### src/design/wsa_pkg.sv
// Shared types, constants and lookup functions for the WebSocket accept-key block.
// No dependencies; the scanner, datapath, sequencer and top import this package.
package wsa_pkg;

	localparam int HDR_LEN  = 18;
	localparam int GUID_LEN = 36;

	localparam logic [HDR_LEN*8-1:0]  HDR_TEXT  = "sec-websocket-key:";
	localparam logic [GUID_LEN*8-1:0] GUID_TEXT = "258EAFA5-E914-47DA-95CA-C5AB0DC85B11";

	localparam logic [7:0] CH_LF  = 8'h0A;
	localparam logic [7:0] CH_CR  = 8'h0D;
	localparam logic [7:0] CH_SP  = 8'h20;
	localparam logic [7:0] CH_PAD = 8'h3D;

	// scanner phases
	typedef logic [1:0] phase_t;
	localparam phase_t PH_SCAN    = 2'd0;
	localparam phase_t PH_MATCH   = 2'd1;
	localparam phase_t PH_CAPTURE = 2'd2;
	localparam phase_t PH_DONE    = 2'd3;

	// result outcomes
	typedef logic [1:0] outcome_t;
	localparam outcome_t OC_ACCEPT  = 2'd0;
	localparam outcome_t OC_BADSIZE = 2'd1;
	localparam outcome_t OC_TRUNC   = 2'd2;
	localparam outcome_t OC_NODATA  = 2'd3;

	localparam logic [31:0] SHA_H0 = 32'h67452301;
	localparam logic [31:0] SHA_H1 = 32'hEFCDAB89;
	localparam logic [31:0] SHA_H2 = 32'h98BADCFE;
	localparam logic [31:0] SHA_H3 = 32'h10325476;
	localparam logic [31:0] SHA_H4 = 32'hC3D2E1F0;
	localparam logic [31:0] SHA_K0 = 32'h5A827999;
	localparam logic [31:0] SHA_K1 = 32'h6ED9EBA1;
	localparam logic [31:0] SHA_K2 = 32'h8F1BBCDC;
	localparam logic [31:0] SHA_K3 = 32'hCA62C1D6;

	// scanner event for the byte on the input
	typedef struct packed {
		logic     hash_go;
		logic     err;
		outcome_t err_code;
	} wsa_ev_t;

	// controller to datapath
	typedef struct packed {
		logic scan_acc;
		logic start;
		logic err_load;
		logic issue;
		logic init_abcde;
		logic round;
		logic add;
		logic enc_load;
		logic shift;
	} wsa_cmd_t;

	// datapath to controller
	typedef struct packed {
		logic issue_last;
		logic round_last;
		logic more_blk;
		logic emit_last;
	} wsa_sts_t;

	function automatic logic [7:0] hdr_char(input logic [4:0] i);
		logic [7:0] r;
		int p;
		r = '0;
		p = HDR_LEN - 1 - int'(i);
		if (int'(i) < HDR_LEN) begin
			r = HDR_TEXT[8*p +: 8];
		end
		return r;
	endfunction

	function automatic logic [7:0] guid_char(input logic [5:0] i);
		logic [7:0] r;
		int p;
		r = '0;
		p = GUID_LEN - 1 - int'(i);
		if (int'(i) < GUID_LEN) begin
			r = GUID_TEXT[8*p +: 8];
		end
		return r;
	endfunction

	function automatic logic [7:0] b64_char(input logic [5:0] v);
		logic [7:0] r;
		if (v < 6'd26) begin
			r = 8'h41 + {2'b00, v};
		end else if (v < 6'd52) begin
			r = 8'h61 + {2'b00, v - 6'd26};
		end else if (v < 6'd62) begin
			r = 8'h30 + {2'b00, v - 6'd52};
		end else if (v == 6'd62) begin
			r = 8'h2B;
		end else begin
			r = 8'h2F;
		end
		return r;
	endfunction

endpackage

### src/design/wsa_in_if.sv
// Request byte channel: valid/ready with one request byte per word.
// No dependencies.
interface wsa_in_if;
	logic       valid;
	logic       ready;
	logic [7:0] data_byte;
	logic       end_of_request;

	modport source(output valid, data_byte, end_of_request, input ready);
	modport sink(input valid, data_byte, end_of_request, output ready);
endinterface

### src/design/wsa_out_if.sv
// Result channel: valid/ready with one outcome and accept character per word.
// No dependencies.
interface wsa_out_if;
	logic       valid;
	logic       ready;
	logic [1:0] outcome;
	logic [7:0] accept_char;
	logic       run_last;

	modport source(output valid, outcome, accept_char, run_last, input ready);
	modport sink(input valid, outcome, accept_char, run_last, output ready);
endinterface

### src/design/wsa_scan.sv
// Header scanner: newline tracking, header match, value capture and trim bounds.
// Holds the key store. Depends on wsa_pkg.
module wsa_scan import wsa_pkg::*; #(
	parameter int KEY_MAX     = 26,
	parameter int SCAN_WINDOW = 30,
	localparam int KW    = $clog2(SCAN_WINDOW),
	localparam int DEPTH = SCAN_WINDOW - 1,
	localparam int AW    = (DEPTH > 1) ? $clog2(DEPTH) : 1
) (
	input  logic          clk,
	input  logic          arst_n,
	input  logic          acc,
	input  logic [7:0]    data_byte,
	input  logic          end_of_request,
	output wsa_ev_t       ev,
	output logic [KW-1:0] key_start,
	output logic [KW-1:0] key_len,
	input  logic [AW-1:0] rd_addr,
	output logic [7:0]    rd_data
);

	logic [7:0]    store [DEPTH];
	phase_t        phase_q, n_phase;
	logic [4:0]    hm_q, n_hm;
	logic [4:0]    bsn_q, n_bsn;
	logic          nl_q, n_nl;
	logic [KW-1:0] kl_q, n_kl;
	logic [KW-1:0] s_q, n_s;
	logic [KW-1:0] e_q, n_e;
	logic          allsp_q, n_allsp;
	logic          good_q, n_good;
	logic          wr_en;
	logic [7:0]    lb;
	logic [KW-1:0] klen;

	assign klen      = good_q ? (e_q - s_q) : '0;
	assign key_start = s_q;
	assign key_len   = klen;

	always_comb begin
		n_phase = phase_q;
		n_hm    = hm_q;
		n_bsn   = bsn_q;
		n_nl    = nl_q;
		n_kl    = kl_q;
		n_s     = s_q;
		n_e     = e_q;
		n_allsp = allsp_q;
		n_good  = good_q;
		wr_en   = 1'b0;
		ev      = '0;
		lb      = (data_byte >= 8'h41 && data_byte <= 8'h5A) ? data_byte + 8'd32 : data_byte;
		case (phase_q)
			PH_SCAN, PH_MATCH: begin
				if (data_byte == CH_LF) begin
					n_nl    = 1'b1;
					n_bsn   = '0;
					n_hm    = '0;
					n_phase = PH_MATCH;
				end else begin
					if (bsn_q != 5'd31) begin
						n_bsn = bsn_q + 5'd1;
					end
					if (phase_q == PH_MATCH) begin
						if (lb == hdr_char(hm_q)) begin
							n_hm = hm_q + 5'd1;
							if (n_hm == 5'(HDR_LEN)) begin
								n_phase = PH_CAPTURE;
								n_kl    = '0;
								n_s     = '0;
								n_e     = '0;
								n_allsp = 1'b1;
								n_good  = 1'b0;
							end
						end else begin
							n_phase = PH_SCAN;
						end
					end
				end
			end
			PH_CAPTURE: begin
				if (data_byte == CH_LF) begin
					n_phase = PH_DONE;
					if (klen == '0 || 6'(klen) > 6'(KEY_MAX)) begin
						ev.err      = 1'b1;
						ev.err_code = OC_BADSIZE;
					end else begin
						ev.hash_go = 1'b1;
					end
				end else if (kl_q >= KW'(SCAN_WINDOW - 1)) begin
					n_phase     = PH_DONE;
					ev.err      = 1'b1;
					ev.err_code = OC_TRUNC;
				end else begin
					wr_en = 1'b1;
					n_kl  = kl_q + 1'b1;
					// leading spaces move the start; any other byte ends that run
					if (allsp_q && data_byte == CH_SP) begin
						n_s = kl_q + 1'b1;
					end
					if (data_byte != CH_SP) begin
						n_allsp = 1'b0;
					end
					if (data_byte != CH_SP && data_byte != CH_CR) begin
						n_good = 1'b1;
						n_e    = kl_q + 1'b1;
					end
				end
			end
			default: ;
		endcase
		if (end_of_request && !ev.hash_go && !ev.err && n_phase != PH_DONE) begin
			ev.err = 1'b1;
			if (n_phase == PH_CAPTURE) begin
				ev.err_code = OC_TRUNC;
			end else if (n_nl && n_bsn < 5'(HDR_LEN)) begin
				ev.err_code = OC_TRUNC;
			end else begin
				ev.err_code = OC_NODATA;
			end
		end
	end

	always_ff @(posedge clk or negedge arst_n) begin
		if (!arst_n) begin
			phase_q <= PH_SCAN;
			hm_q    <= '0;
			bsn_q   <= '0;
			nl_q    <= 1'b0;
			kl_q    <= '0;
			s_q     <= '0;
			e_q     <= '0;
			allsp_q <= 1'b1;
			good_q  <= 1'b0;
		end else if (acc) begin
			if (end_of_request) begin
				phase_q <= PH_SCAN;
				hm_q    <= '0;
				bsn_q   <= '0;
				nl_q    <= 1'b0;
				kl_q    <= '0;
			end else begin
				phase_q <= n_phase;
				hm_q    <= n_hm;
				bsn_q   <= n_bsn;
				nl_q    <= n_nl;
				kl_q    <= n_kl;
			end
			s_q     <= n_s;
			e_q     <= n_e;
			allsp_q <= n_allsp;
			good_q  <= n_good;
		end
	end

	always_ff @(posedge clk) begin
		if (acc && wr_en) begin
			store[kl_q[AW-1:0]] <= data_byte;
		end
		rd_data <= store[rd_addr];
	end

endmodule

### src/design/wsa_dp.sv
// Hash datapath: message builder, SHA-1 round unit, base64 encoder, result payload.
// Depends on wsa_pkg; reads the key store through the scanner's read port.
module wsa_dp import wsa_pkg::*; #(
	parameter int SCAN_WINDOW = 30,
	localparam int KW    = $clog2(SCAN_WINDOW),
	localparam int DEPTH = SCAN_WINDOW - 1,
	localparam int AW    = (DEPTH > 1) ? $clog2(DEPTH) : 1
) (
	input  logic          clk,
	input  logic          arst_n,
	input  wsa_cmd_t      cmd,
	input  wsa_ev_t       ev,
	input  logic [KW-1:0] key_start,
	input  logic [KW-1:0] key_len,
	output logic [AW-1:0] rd_addr,
	input  logic [7:0]    rd_data,
	output wsa_sts_t      sts,
	output outcome_t      outcome,
	output logic [7:0]    accept_char,
	output logic          run_last
);

	logic [KW-1:0]      s_q, len_q;
	outcome_t           err_q;
	logic               errm_q;
	logic [6:0]         idx_q, idx_s1;
	logic               v_s1;
	logic [0:15][31:0]  sched_q;
	logic [31:0]        a_q, b_q, c_q, d_q, e_q;
	logic [31:0]        h_q [5];
	logic [6:0]         t_q;
	logic [161:0]       enc_q;
	logic [4:0]         cnt_q;

	logic [6:0]   mlen, end_idx, addr_sum;
	logic [9:0]   mbits;
	logic         two_blk;
	logic [7:0]   mb;
	logic [511:0] sflat;
	logic [31:0]  f, k, wnew, tmp;

	assign mlen     = 7'(len_q) + 7'(GUID_LEN);
	assign mbits    = {mlen, 3'b000};
	assign two_blk  = mlen >= 7'd56;
	assign end_idx  = two_blk ? 7'd127 : 7'd63;
	assign addr_sum = 7'(s_q) + idx_q;
	assign rd_addr  = addr_sum[AW-1:0];
	assign sflat    = sched_q;

	// padded message byte for the slot in stage 1
	always_comb begin
		if (idx_s1 < 7'(len_q)) begin
			mb = rd_data;
		end else if (idx_s1 < mlen) begin
			mb = guid_char(6'(idx_s1 - 7'(len_q)));
		end else if (idx_s1 == mlen) begin
			mb = 8'h80;
		end else if (idx_s1 == end_idx - 7'd1) begin
			mb = {6'b000000, mbits[9:8]};
		end else if (idx_s1 == end_idx) begin
			mb = mbits[7:0];
		end else begin
			mb = '0;
		end
	end

	always_comb begin
		if (t_q < 7'd20) begin
			f = (b_q & c_q) | (~b_q & d_q);
			k = SHA_K0;
		end else if (t_q < 7'd40) begin
			f = b_q ^ c_q ^ d_q;
			k = SHA_K1;
		end else if (t_q < 7'd60) begin
			f = (b_q & c_q) | (b_q & d_q) | (c_q & d_q);
			k = SHA_K2;
		end else begin
			f = b_q ^ c_q ^ d_q;
			k = SHA_K3;
		end
		wnew = sched_q[13] ^ sched_q[8] ^ sched_q[2] ^ sched_q[0];
		wnew = {wnew[30:0], wnew[31]};
		tmp  = {a_q[26:0], a_q[31:27]} + f + e_q + k + sched_q[0];
	end

	assign sts.issue_last = idx_q[5:0] == 6'd63;
	assign sts.round_last = t_q == 7'd79;
	assign sts.more_blk   = two_blk && idx_q[6];
	assign sts.emit_last  = cnt_q == 5'd27;

	assign outcome     = errm_q ? err_q : OC_ACCEPT;
	assign accept_char = errm_q ? 8'h00 : (sts.emit_last ? CH_PAD : b64_char(enc_q[161:156]));
	assign run_last    = errm_q | sts.emit_last;

	always_ff @(posedge clk or negedge arst_n) begin
		if (!arst_n) begin
			v_s1   <= 1'b0;
			errm_q <= 1'b0;
			idx_q  <= '0;
			t_q    <= '0;
			cnt_q  <= '0;
		end else begin
			v_s1 <= cmd.issue;
			if (cmd.start) begin
				errm_q <= 1'b0;
				idx_q  <= '0;
			end
			if (cmd.err_load) begin
				errm_q <= 1'b1;
			end
			if (cmd.issue) begin
				idx_q <= idx_q + 7'd1;
			end
			if (cmd.init_abcde) begin
				t_q <= '0;
			end else if (cmd.round) begin
				t_q <= t_q + 7'd1;
			end
			if (cmd.enc_load) begin
				cnt_q <= '0;
			end else if (cmd.shift) begin
				cnt_q <= cnt_q + 5'd1;
			end
		end
	end

	always_ff @(posedge clk) begin
		if (cmd.start) begin
			s_q    <= key_start;
			len_q  <= key_len;
			h_q[0] <= SHA_H0;
			h_q[1] <= SHA_H1;
			h_q[2] <= SHA_H2;
			h_q[3] <= SHA_H3;
			h_q[4] <= SHA_H4;
		end
		if (cmd.err_load) begin
			err_q <= ev.err_code;
		end
		if (cmd.issue) begin
			idx_s1 <= idx_q;
		end
		if (v_s1) begin
			sched_q <= {sflat[503:0], mb};
		end else if (cmd.round) begin
			sched_q <= {sched_q[1:15], wnew};
		end
		if (cmd.init_abcde) begin
			a_q <= h_q[0];
			b_q <= h_q[1];
			c_q <= h_q[2];
			d_q <= h_q[3];
			e_q <= h_q[4];
		end else if (cmd.round) begin
			e_q <= d_q;
			d_q <= c_q;
			c_q <= {b_q[1:0], b_q[31:2]};
			b_q <= a_q;
			a_q <= tmp;
		end
		if (cmd.add) begin
			h_q[0] <= h_q[0] + a_q;
			h_q[1] <= h_q[1] + b_q;
			h_q[2] <= h_q[2] + c_q;
			h_q[3] <= h_q[3] + d_q;
			h_q[4] <= h_q[4] + e_q;
		end
		if (cmd.enc_load) begin
			enc_q <= {h_q[0], h_q[1], h_q[2], h_q[3], h_q[4], 2'b00};
		end else if (cmd.shift) begin
			enc_q <= {enc_q[155:0], 6'b000000};
		end
	end

endmodule

### src/design/wsa_ctrl.sv
// Sequencer: byte intake, block load, rounds, digest add and result emission.
// Depends on wsa_pkg; drives the datapath by command word, reads its status.
module wsa_ctrl import wsa_pkg::*; (
	input  logic     clk,
	input  logic     arst_n,
	input  logic     in_valid,
	output logic     in_ready,
	output logic     out_valid,
	input  logic     out_ready,
	input  wsa_ev_t  ev,
	input  wsa_sts_t sts,
	output wsa_cmd_t cmd
);

	localparam logic [2:0] ST_RUN   = 3'd0;
	localparam logic [2:0] ST_ERR   = 3'd1;
	localparam logic [2:0] ST_LOAD  = 3'd2;
	localparam logic [2:0] ST_DRAIN = 3'd3;
	localparam logic [2:0] ST_ROUND = 3'd4;
	localparam logic [2:0] ST_ADD   = 3'd5;
	localparam logic [2:0] ST_ENC   = 3'd6;
	localparam logic [2:0] ST_EMIT  = 3'd7;

	logic [2:0] state_q, n_state;

	always_comb begin
		n_state   = state_q;
		cmd       = '0;
		in_ready  = 1'b0;
		out_valid = 1'b0;
		case (state_q)
			ST_RUN: begin
				in_ready = 1'b1;
				if (in_valid) begin
					cmd.scan_acc = 1'b1;
					if (ev.hash_go) begin
						cmd.start = 1'b1;
						n_state   = ST_LOAD;
					end else if (ev.err) begin
						cmd.err_load = 1'b1;
						n_state      = ST_ERR;
					end
				end
			end
			ST_ERR: begin
				out_valid = 1'b1;
				if (out_ready) begin
					n_state = ST_RUN;
				end
			end
			ST_LOAD: begin
				cmd.issue = 1'b1;
				if (sts.issue_last) begin
					n_state = ST_DRAIN;
				end
			end
			ST_DRAIN: begin
				cmd.init_abcde = 1'b1;
				n_state        = ST_ROUND;
			end
			ST_ROUND: begin
				cmd.round = 1'b1;
				if (sts.round_last) begin
					n_state = ST_ADD;
				end
			end
			ST_ADD: begin
				cmd.add = 1'b1;
				n_state = sts.more_blk ? ST_LOAD : ST_ENC;
			end
			ST_ENC: begin
				cmd.enc_load = 1'b1;
				n_state      = ST_EMIT;
			end
			ST_EMIT: begin
				out_valid = 1'b1;
				if (out_ready) begin
					cmd.shift = 1'b1;
					if (sts.emit_last) begin
						n_state = ST_RUN;
					end
				end
			end
			default: n_state = ST_RUN;
		endcase
	end

	always_ff @(posedge clk or negedge arst_n) begin
		if (!arst_n) begin
			state_q <= ST_RUN;
		end else begin
			state_q <= n_state;
		end
	end

endmodule

### src/design/websocket_handshake_accept_top.sv
// WebSocket accept-key generator: bytes in, Sec-WebSocket-Accept characters out.
// A byte that gives no result is taken while running; the next byte may follow at once.
// Key hash: per 64-byte SHA-1 block, byte loads, a drain, the rounds and a digest add; one or
// two blocks, then the encoder is loaded and 28 words go out at one per cycle under out ready.
// Error results appear in the cycle after the byte. Reset: arst_n clears all control state.
module websocket_handshake_accept_top import wsa_pkg::*; #(
	parameter int KEY_MAX     = 26,
	parameter int SCAN_WINDOW = 30
) (
	input logic      clk,
	input logic      arst_n,
	wsa_in_if.sink   req,
	wsa_out_if.source rsp
);

	localparam int KW    = $clog2(SCAN_WINDOW);
	localparam int DEPTH = SCAN_WINDOW - 1;
	localparam int AW    = (DEPTH > 1) ? $clog2(DEPTH) : 1;

	wsa_ev_t       ev;
	wsa_cmd_t      cmd;
	wsa_sts_t      sts;
	logic [KW-1:0] key_start, key_len;
	logic [AW-1:0] rd_addr;
	logic [7:0]    rd_data;

	// Sequencer: takes bytes while running, holds intake while hashing or emitting.
	wsa_ctrl u_ctrl (
		.clk       (clk),
		.arst_n    (arst_n),
		.in_valid  (req.valid),
		.in_ready  (req.ready),
		.out_valid (rsp.valid),
		.out_ready (rsp.ready),
		.ev        (ev),
		.sts       (sts),
		.cmd       (cmd)
	);

	// Scanner: header match and key capture, one word per accepted byte.
	wsa_scan #(
		.KEY_MAX     (KEY_MAX),
		.SCAN_WINDOW (SCAN_WINDOW)
	) u_scan (
		.clk            (clk),
		.arst_n         (arst_n),
		.acc            (cmd.scan_acc),
		.data_byte      (req.data_byte),
		.end_of_request (req.end_of_request),
		.ev             (ev),
		.key_start      (key_start),
		.key_len        (key_len),
		.rd_addr        (rd_addr),
		.rd_data        (rd_data)
	);

	// Hash datapath: builds the padded message, runs SHA-1, encodes base64.
	wsa_dp #(
		.SCAN_WINDOW (SCAN_WINDOW)
	) u_dp (
		.clk         (clk),
		.arst_n      (arst_n),
		.cmd         (cmd),
		.ev          (ev),
		.key_start   (key_start),
		.key_len     (key_len),
		.rd_addr     (rd_addr),
		.rd_data     (rd_data),
		.sts         (sts),
		.outcome     (rsp.outcome),
		.accept_char (rsp.accept_char),
		.run_last    (rsp.run_last)
	);

	// Intake and emission never overlap.
	a_no_overlap: assert property (@(posedge clk) disable iff (!arst_n)
		!(req.ready && rsp.valid))
		else $error("intake open while a result is pending");

	// Closing word of an accept run is the pad character.
	a_pad_last: assert property (@(posedge clk) disable iff (!arst_n)
		rsp.valid && rsp.outcome == OC_ACCEPT && rsp.run_last |-> rsp.accept_char == CH_PAD)
		else $error("accept run closed without pad character");

	// Error words stand alone and carry no character.
	a_err_word: assert property (@(posedge clk) disable iff (!arst_n)
		rsp.valid && rsp.outcome != OC_ACCEPT |-> rsp.run_last && rsp.accept_char == 8'h00)
		else $error("malformed error word");

endmodule

### src/flat_wrapper.sv
// flat-port wrapper written by rule: the top's interface ports become plain ports
module websocket_handshake_accept_top_flat import wsa_pkg::*;
#(
	parameter int KEY_MAX     = 26,
	parameter int SCAN_WINDOW = 30
)
  (clk, arst_n, req_valid, req_data_byte, req_end_of_request, req_ready, rsp_valid, rsp_outcome, rsp_accept_char, rsp_run_last, rsp_ready);
  wsa_in_if req_i ();
  wsa_out_if rsp_i ();
  input logic clk;
  input logic arst_n;
  input wire logic [$bits(req_i.valid)-1:0] req_valid;
  input wire logic [$bits(req_i.data_byte)-1:0] req_data_byte;
  input wire logic [$bits(req_i.end_of_request)-1:0] req_end_of_request;
  output wire logic [$bits(req_i.ready)-1:0] req_ready;
  output wire logic [$bits(rsp_i.valid)-1:0] rsp_valid;
  output wire logic [$bits(rsp_i.outcome)-1:0] rsp_outcome;
  output wire logic [$bits(rsp_i.accept_char)-1:0] rsp_accept_char;
  output wire logic [$bits(rsp_i.run_last)-1:0] rsp_run_last;
  input wire logic [$bits(rsp_i.ready)-1:0] rsp_ready;
  assign req_i.valid = req_valid;
  assign req_i.data_byte = req_data_byte;
  assign req_i.end_of_request = req_end_of_request;
  assign req_ready = req_i.ready;
  assign rsp_valid = rsp_i.valid;
  assign rsp_outcome = rsp_i.outcome;
  assign rsp_accept_char = rsp_i.accept_char;
  assign rsp_run_last = rsp_i.run_last;
  assign rsp_i.ready = rsp_ready;
  websocket_handshake_accept_top #(.KEY_MAX(KEY_MAX), .SCAN_WINDOW(SCAN_WINDOW)) u_core (.clk(clk), .arst_n(arst_n), .req(req_i), .rsp(rsp_i));
endmodule
### config.mk
export PLATFORM = sky130hd
export DESIGN_NAME = websocket_handshake_accept_top_flat
export DESIGN_NICKNAME = d
export VERILOG_FILES = /design/src/design/wsa_pkg.sv /design/src/design/wsa_in_if.sv /design/src/design/wsa_out_if.sv /design/src/design/wsa_scan.sv /design/src/design/wsa_dp.sv /design/src/design/wsa_ctrl.sv /design/src/design/websocket_handshake_accept_top.sv /design/src/flat_wrapper.sv
export SDC_FILE = /design/constraint.sdc
export NUM_CORES = 2
export LEC_CHECK = 0
export ABC_AREA = 1
export CORE_MARGIN = 2
export CORE_UTILIZATION = 67
export CTS_BUF_LIST = sky130_fd_sc_hd__clkbuf_4 sky130_fd_sc_hd__clkbuf_8
export DETAILED_ROUTE_END_ITERATION = 7
export DONT_BUFFER_PORTS = 1
export GPL_ROUTABILITY_DRIVEN = 0
export PLACE_DENSITY_LB_ADDON = 0.15
export SLEW_MARGIN = 0
export SYNTH_ARGS = -nofsm -noshare
export SYNTH_HDL_FRONTEND = slang
export SYNTH_SLANG_ARGS = --single-unit
### constraint.sdc
create_clock -name clk -period 18.6 [get_ports clk]
set_input_delay 0.93 -clock clk [delete_from_list [all_inputs] [get_ports clk]]
set_output_delay 0.93 -clock clk [all_outputs]
set_load 0.03 [all_outputs]
==> flow_summary_export.csv <==
group,metric,value,unit
sta,setup_tns,0,ns
outcome,violations,"design-rule violations",
clock_tree,cts_setup_buffers,0,
cells_and_area,multiInputGateArea,0.0275,mm²
cells_and_area,area_growth,7.80,%
routing,wl_per_cell,20.1,µm
routing,drt-total-wl,179000,µm
clock_tree,numCtsBuffers,207,
grt,antenna_found_initial,7,
sta,finalCritPeriodShare,33.9,%
min_path,hold_depth,0,
min_path,hold_path.class,"in -> reg",
sta,hold_ws,0.0927,ns
routing,drc,1,
worst_setup_path,worstPathRequired,19.23,ns
die,core,0.103,mm²
clock_tree,cts.sink_count,1305,
clock_tree,clk_pin_slew,0.07,ns
cells_and_area,fillers,7567,
die,die_h,327,µm
sta,skew,0.0480,ns
die,start_util,67.5,%
clock_tree,holdBufCountCts,2,
worst_setup_path,startpoint_type,"flip-flop",
routing,drtIter0Drc,6665,
worst_setup_path,rrSetupSlack,12.30,ns
die,die_area,0.107,mm²
worst_setup_path,cp.arrival,6.93,ns
cells_and_area,seq_area,0.0388,mm²
sta,min_period,6.30,ns
logic_synthesis,synth_cell_types,65,
clock_tree,cts_max_level,4,
logic_synthesis,async_flop_share,4.14,%
worst_setup_path,slowest_delay,0.58,ns
logic_synthesis,synth_cells,7348,
clock_tree,cts_tree,"done",
die,die_x,327,µm
clock_tree,cts_root_buf,"clkbuf_8",
sta,rsz0062_at_grt,"false",
logic_synthesis,synth_seq_cells,1305,
logic_synthesis,seq_area_frac_synth,55.7,%
sta,fmax,159,MHz
worst_setup_path,path_class,"reg -> reg",
sta,finalSetupViolCount,0,
worst_setup_path,crit_start,"u_core.u_dp.t_q[4]",
grt,grt_pass1_wl,277000,µm
grt,gr-total-overflow,0,
worst_setup_path,ff2ff_path_depth,32,
routing,first_pass_iters,8,
cells_and_area,drive_gt1_share,6.05,%
routing,viasPerCell,5.99,
worst_setup_path,path_common_cell,"nand2_1",
logic_synthesis,synthFlopType,"edfxtp_1",
grt,grt_pass1_vias,50295,
placed_design,portBuffers,0,
min_path,hold_path.startpoint,"req_data_byte[0]",
grt,grt_max_degree,255,
cells_and_area,fin_nets,7712,
routing,drtAntennaViolNets,0,
logic_synthesis,avgSynthCellArea,9.49,µm²
logic_synthesis,synthesis.nets,7728,
job,maxCapViolations,0,
grt,grt.total_usage,33.4,%
worst_setup_path,cp-end-kind,"flip-flop",
worst_setup_path,cp_max_fo,34,
routing,route.vias.total,53219,
worst_setup_path,crit-reg2reg-launch,"u_core.u_dp.t_q[4]",
clock_tree,cts.repair.resized,0,
worst_setup_path,worstReg2RegEnd,"u_core.u_dp.a_q[27]",
clock_tree,clock_latency,0.91,ns
logic_synthesis,synthesis.area,0.0697,mm²
die,io_pins,26,
die,rows,118,
sta,report.final.slew_viol_count,0,
outcome,outcome,"finished with violations",
worst_setup_path,crit_slowest_cell,"fa_1",
sta,maxSlewHeadroom,24.6,%
logic_synthesis,yosysWarnings,0,
placed_design,post-dp-hpwl,123000,µm
sta,finalHoldViolCount,0,
logic_synthesis,synth_edf_count,1243,
clock_tree,clockBufferDepth,3,
min_path,whs_endpoint,"u_core.u_scan.store[2][0]",
sta,tightest_slew,1.13,ns
cell families after synthesis:
family	after synthesis	synth area share, %
DFF	1305	55.7
and+or+nand+nor	3226	18.3
muxes	1	0.0144
xor gates and xnor gates	156	1.96
AOI/OAI and AO/OA	1368	11.1
adders and majority gates	367	7.96
buffers and inverters	925	5.01
cell type report:
| class | instances | share of cell area (%) |
|---|---|---|
| antenna | 2 | 0.00666 |
| clock buffer | 293 | 4.70 |
| clock inverter | 88 | 0.974 |
| inverter | 659 | 3.32 |
| multi-input combinational | 5118 | 36.5 |
| sequential | 1305 | 51.7 |
| tap | 1380 | 2.30 |
| timing repair buffer | 41 | 0.489 |
registers in the layout, summed over array words and instances, names as in the netlist, 8 cells and up:
signal / count
u_core.u_dp.sched_q: 512
u_core.u_scan.store: 232
u_core.u_dp.enc_q: 160
u_core.u_dp.h_q: 160
u_core.u_dp.a_q: 32
u_core.u_dp.b_q: 32
u_core.u_dp.c_q: 32
u_core.u_dp.d_q: 32
u_core.u_dp.e_q: 32
u_core.u_scan.rd_data: 8
worst max-delay path, delay by kind of cell (launching register included):
family / cells / cell delay (ns)
adder cells (fa/ha/maj): 4 / 1.62
AND/OR/NAND/NOR: 14 / 1.44
AO/OA/AOI/OAI: 6 / 1.32
buffers and inverters: 8 / 1.19
flip-flops: 1 / 0.43
routing by layer:
| layer | track usage, % | vias up | part of all wire, % | wire (µm) |
|---|---|---|---|---|
| met1 | 46.3 | 25158 | 40 | 70700 |
| li1 | - | 24876 | - | - |
| met3 | 8.90 | 522 | 11 | 20400 |
| met4 | 15.1 | 8 | 5.0 | 8890 |
| met5 | 0 | - | 0.044 | 78 |
| met2 | 49.8 | 2655 | 44 | 78600 |
cell usage in the layout (no fill, tap or decap), types with 7 or more instances in the layout:
cell       instances
a21boi_0          16
a21o_1            34
a21oi_1          342
a221oi_1          14
a31oi_1           18
buf_4             36
bufinv_16          7
clkbuf_4          80
clkbuf_8         213
clkinv_1          53
clkinv_2          15
dfrtp_1           52
dfxtp_1            8
edfxtp_1        1243
fa_1             128
ha_1             238
inv_1            644
inv_2              8
nand2_1         2479
nand2_2            7
nand2_4            8
nand3_1          182
nand4_1           25
nor2_1           406
nor3_1            48
nor4_1            13
o211ai_1          50
o21a_1            44
o21ai_0          663
o21ai_1           14
o21bai_1          22
o221ai_1          38
o22ai_1           63
o31ai_1           24
or2_2             32
xnor2_1          106
xor2_1            50
cells in the mapped netlist (all sizes together), types with 2 or more instances:
library cell | count | area [µm²]
nand3b | 6 | 57.6
a221oi | 14 | 123
o21ai | 680 | 3410
nand2 | 2494 | 9410
xnor2 | 106 | 928
or2 | 32 | 200
o21bai | 22 | 165
dfrtp | 53 | 1330
clkbuf | 238 | 893
o21a | 44 | 330
a31oi | 18 | 113
nor3b | 3 | 33.8
dfxtp | 8 | 160
edfxtp | 1243 | 37300
nor4 | 14 | 87.6
ha | 239 | 2990
a21oi | 343 | 1720
clkinv | 3 | 11.3
a21o | 34 | 255
nor2 | 412 | 1570
nor3 | 49 | 245
inv | 656 | 2460
buf | 28 | 124
o22ai | 63 | 394
o211ai | 50 | 375
a211oi | 5 | 37.5
a22oi | 5 | 37.5
o221ai | 39 | 348
o31ai | 24 | 180
xor2 | 50 | 438
nand3 | 187 | 961
a2111oi | 2 | 17.5
a21boi | 17 | 128
fa | 128 | 2560
nand4 | 26 | 178
metrics by stage:
step | area, µm² | instances | util [%] | setup slack [ns]
floorplan | 69700 | 7348 | - | 5.55
finish | 75200 | 8886 | 72.7 | 12.30
CTS | 75200 | 8884 | 72.7 | 12.42
detailed placement | 70900 | 8501 | 68.6 | 12.48
global route | 75200 | 8885 | 72.7 | 11.83
global placement | 70900 | 8501 | 68.6 | 12.61
worst max path at each step:
stage               cells after the start                endpoint
floorplan                               5  u_core.u_dp.sched_q[0]
global placement                       32     u_core.u_dp.a_q[27]
detailed placement                     32     u_core.u_dp.a_q[27]
CTS                                    32     u_core.u_dp.a_q[27]
global route                           32     u_core.u_dp.a_q[27]
finish                                 32     u_core.u_dp.a_q[27]
Power is not shown: default switching activity piles up to over one toggle a cycle in this logic, so the estimate is an artifact.
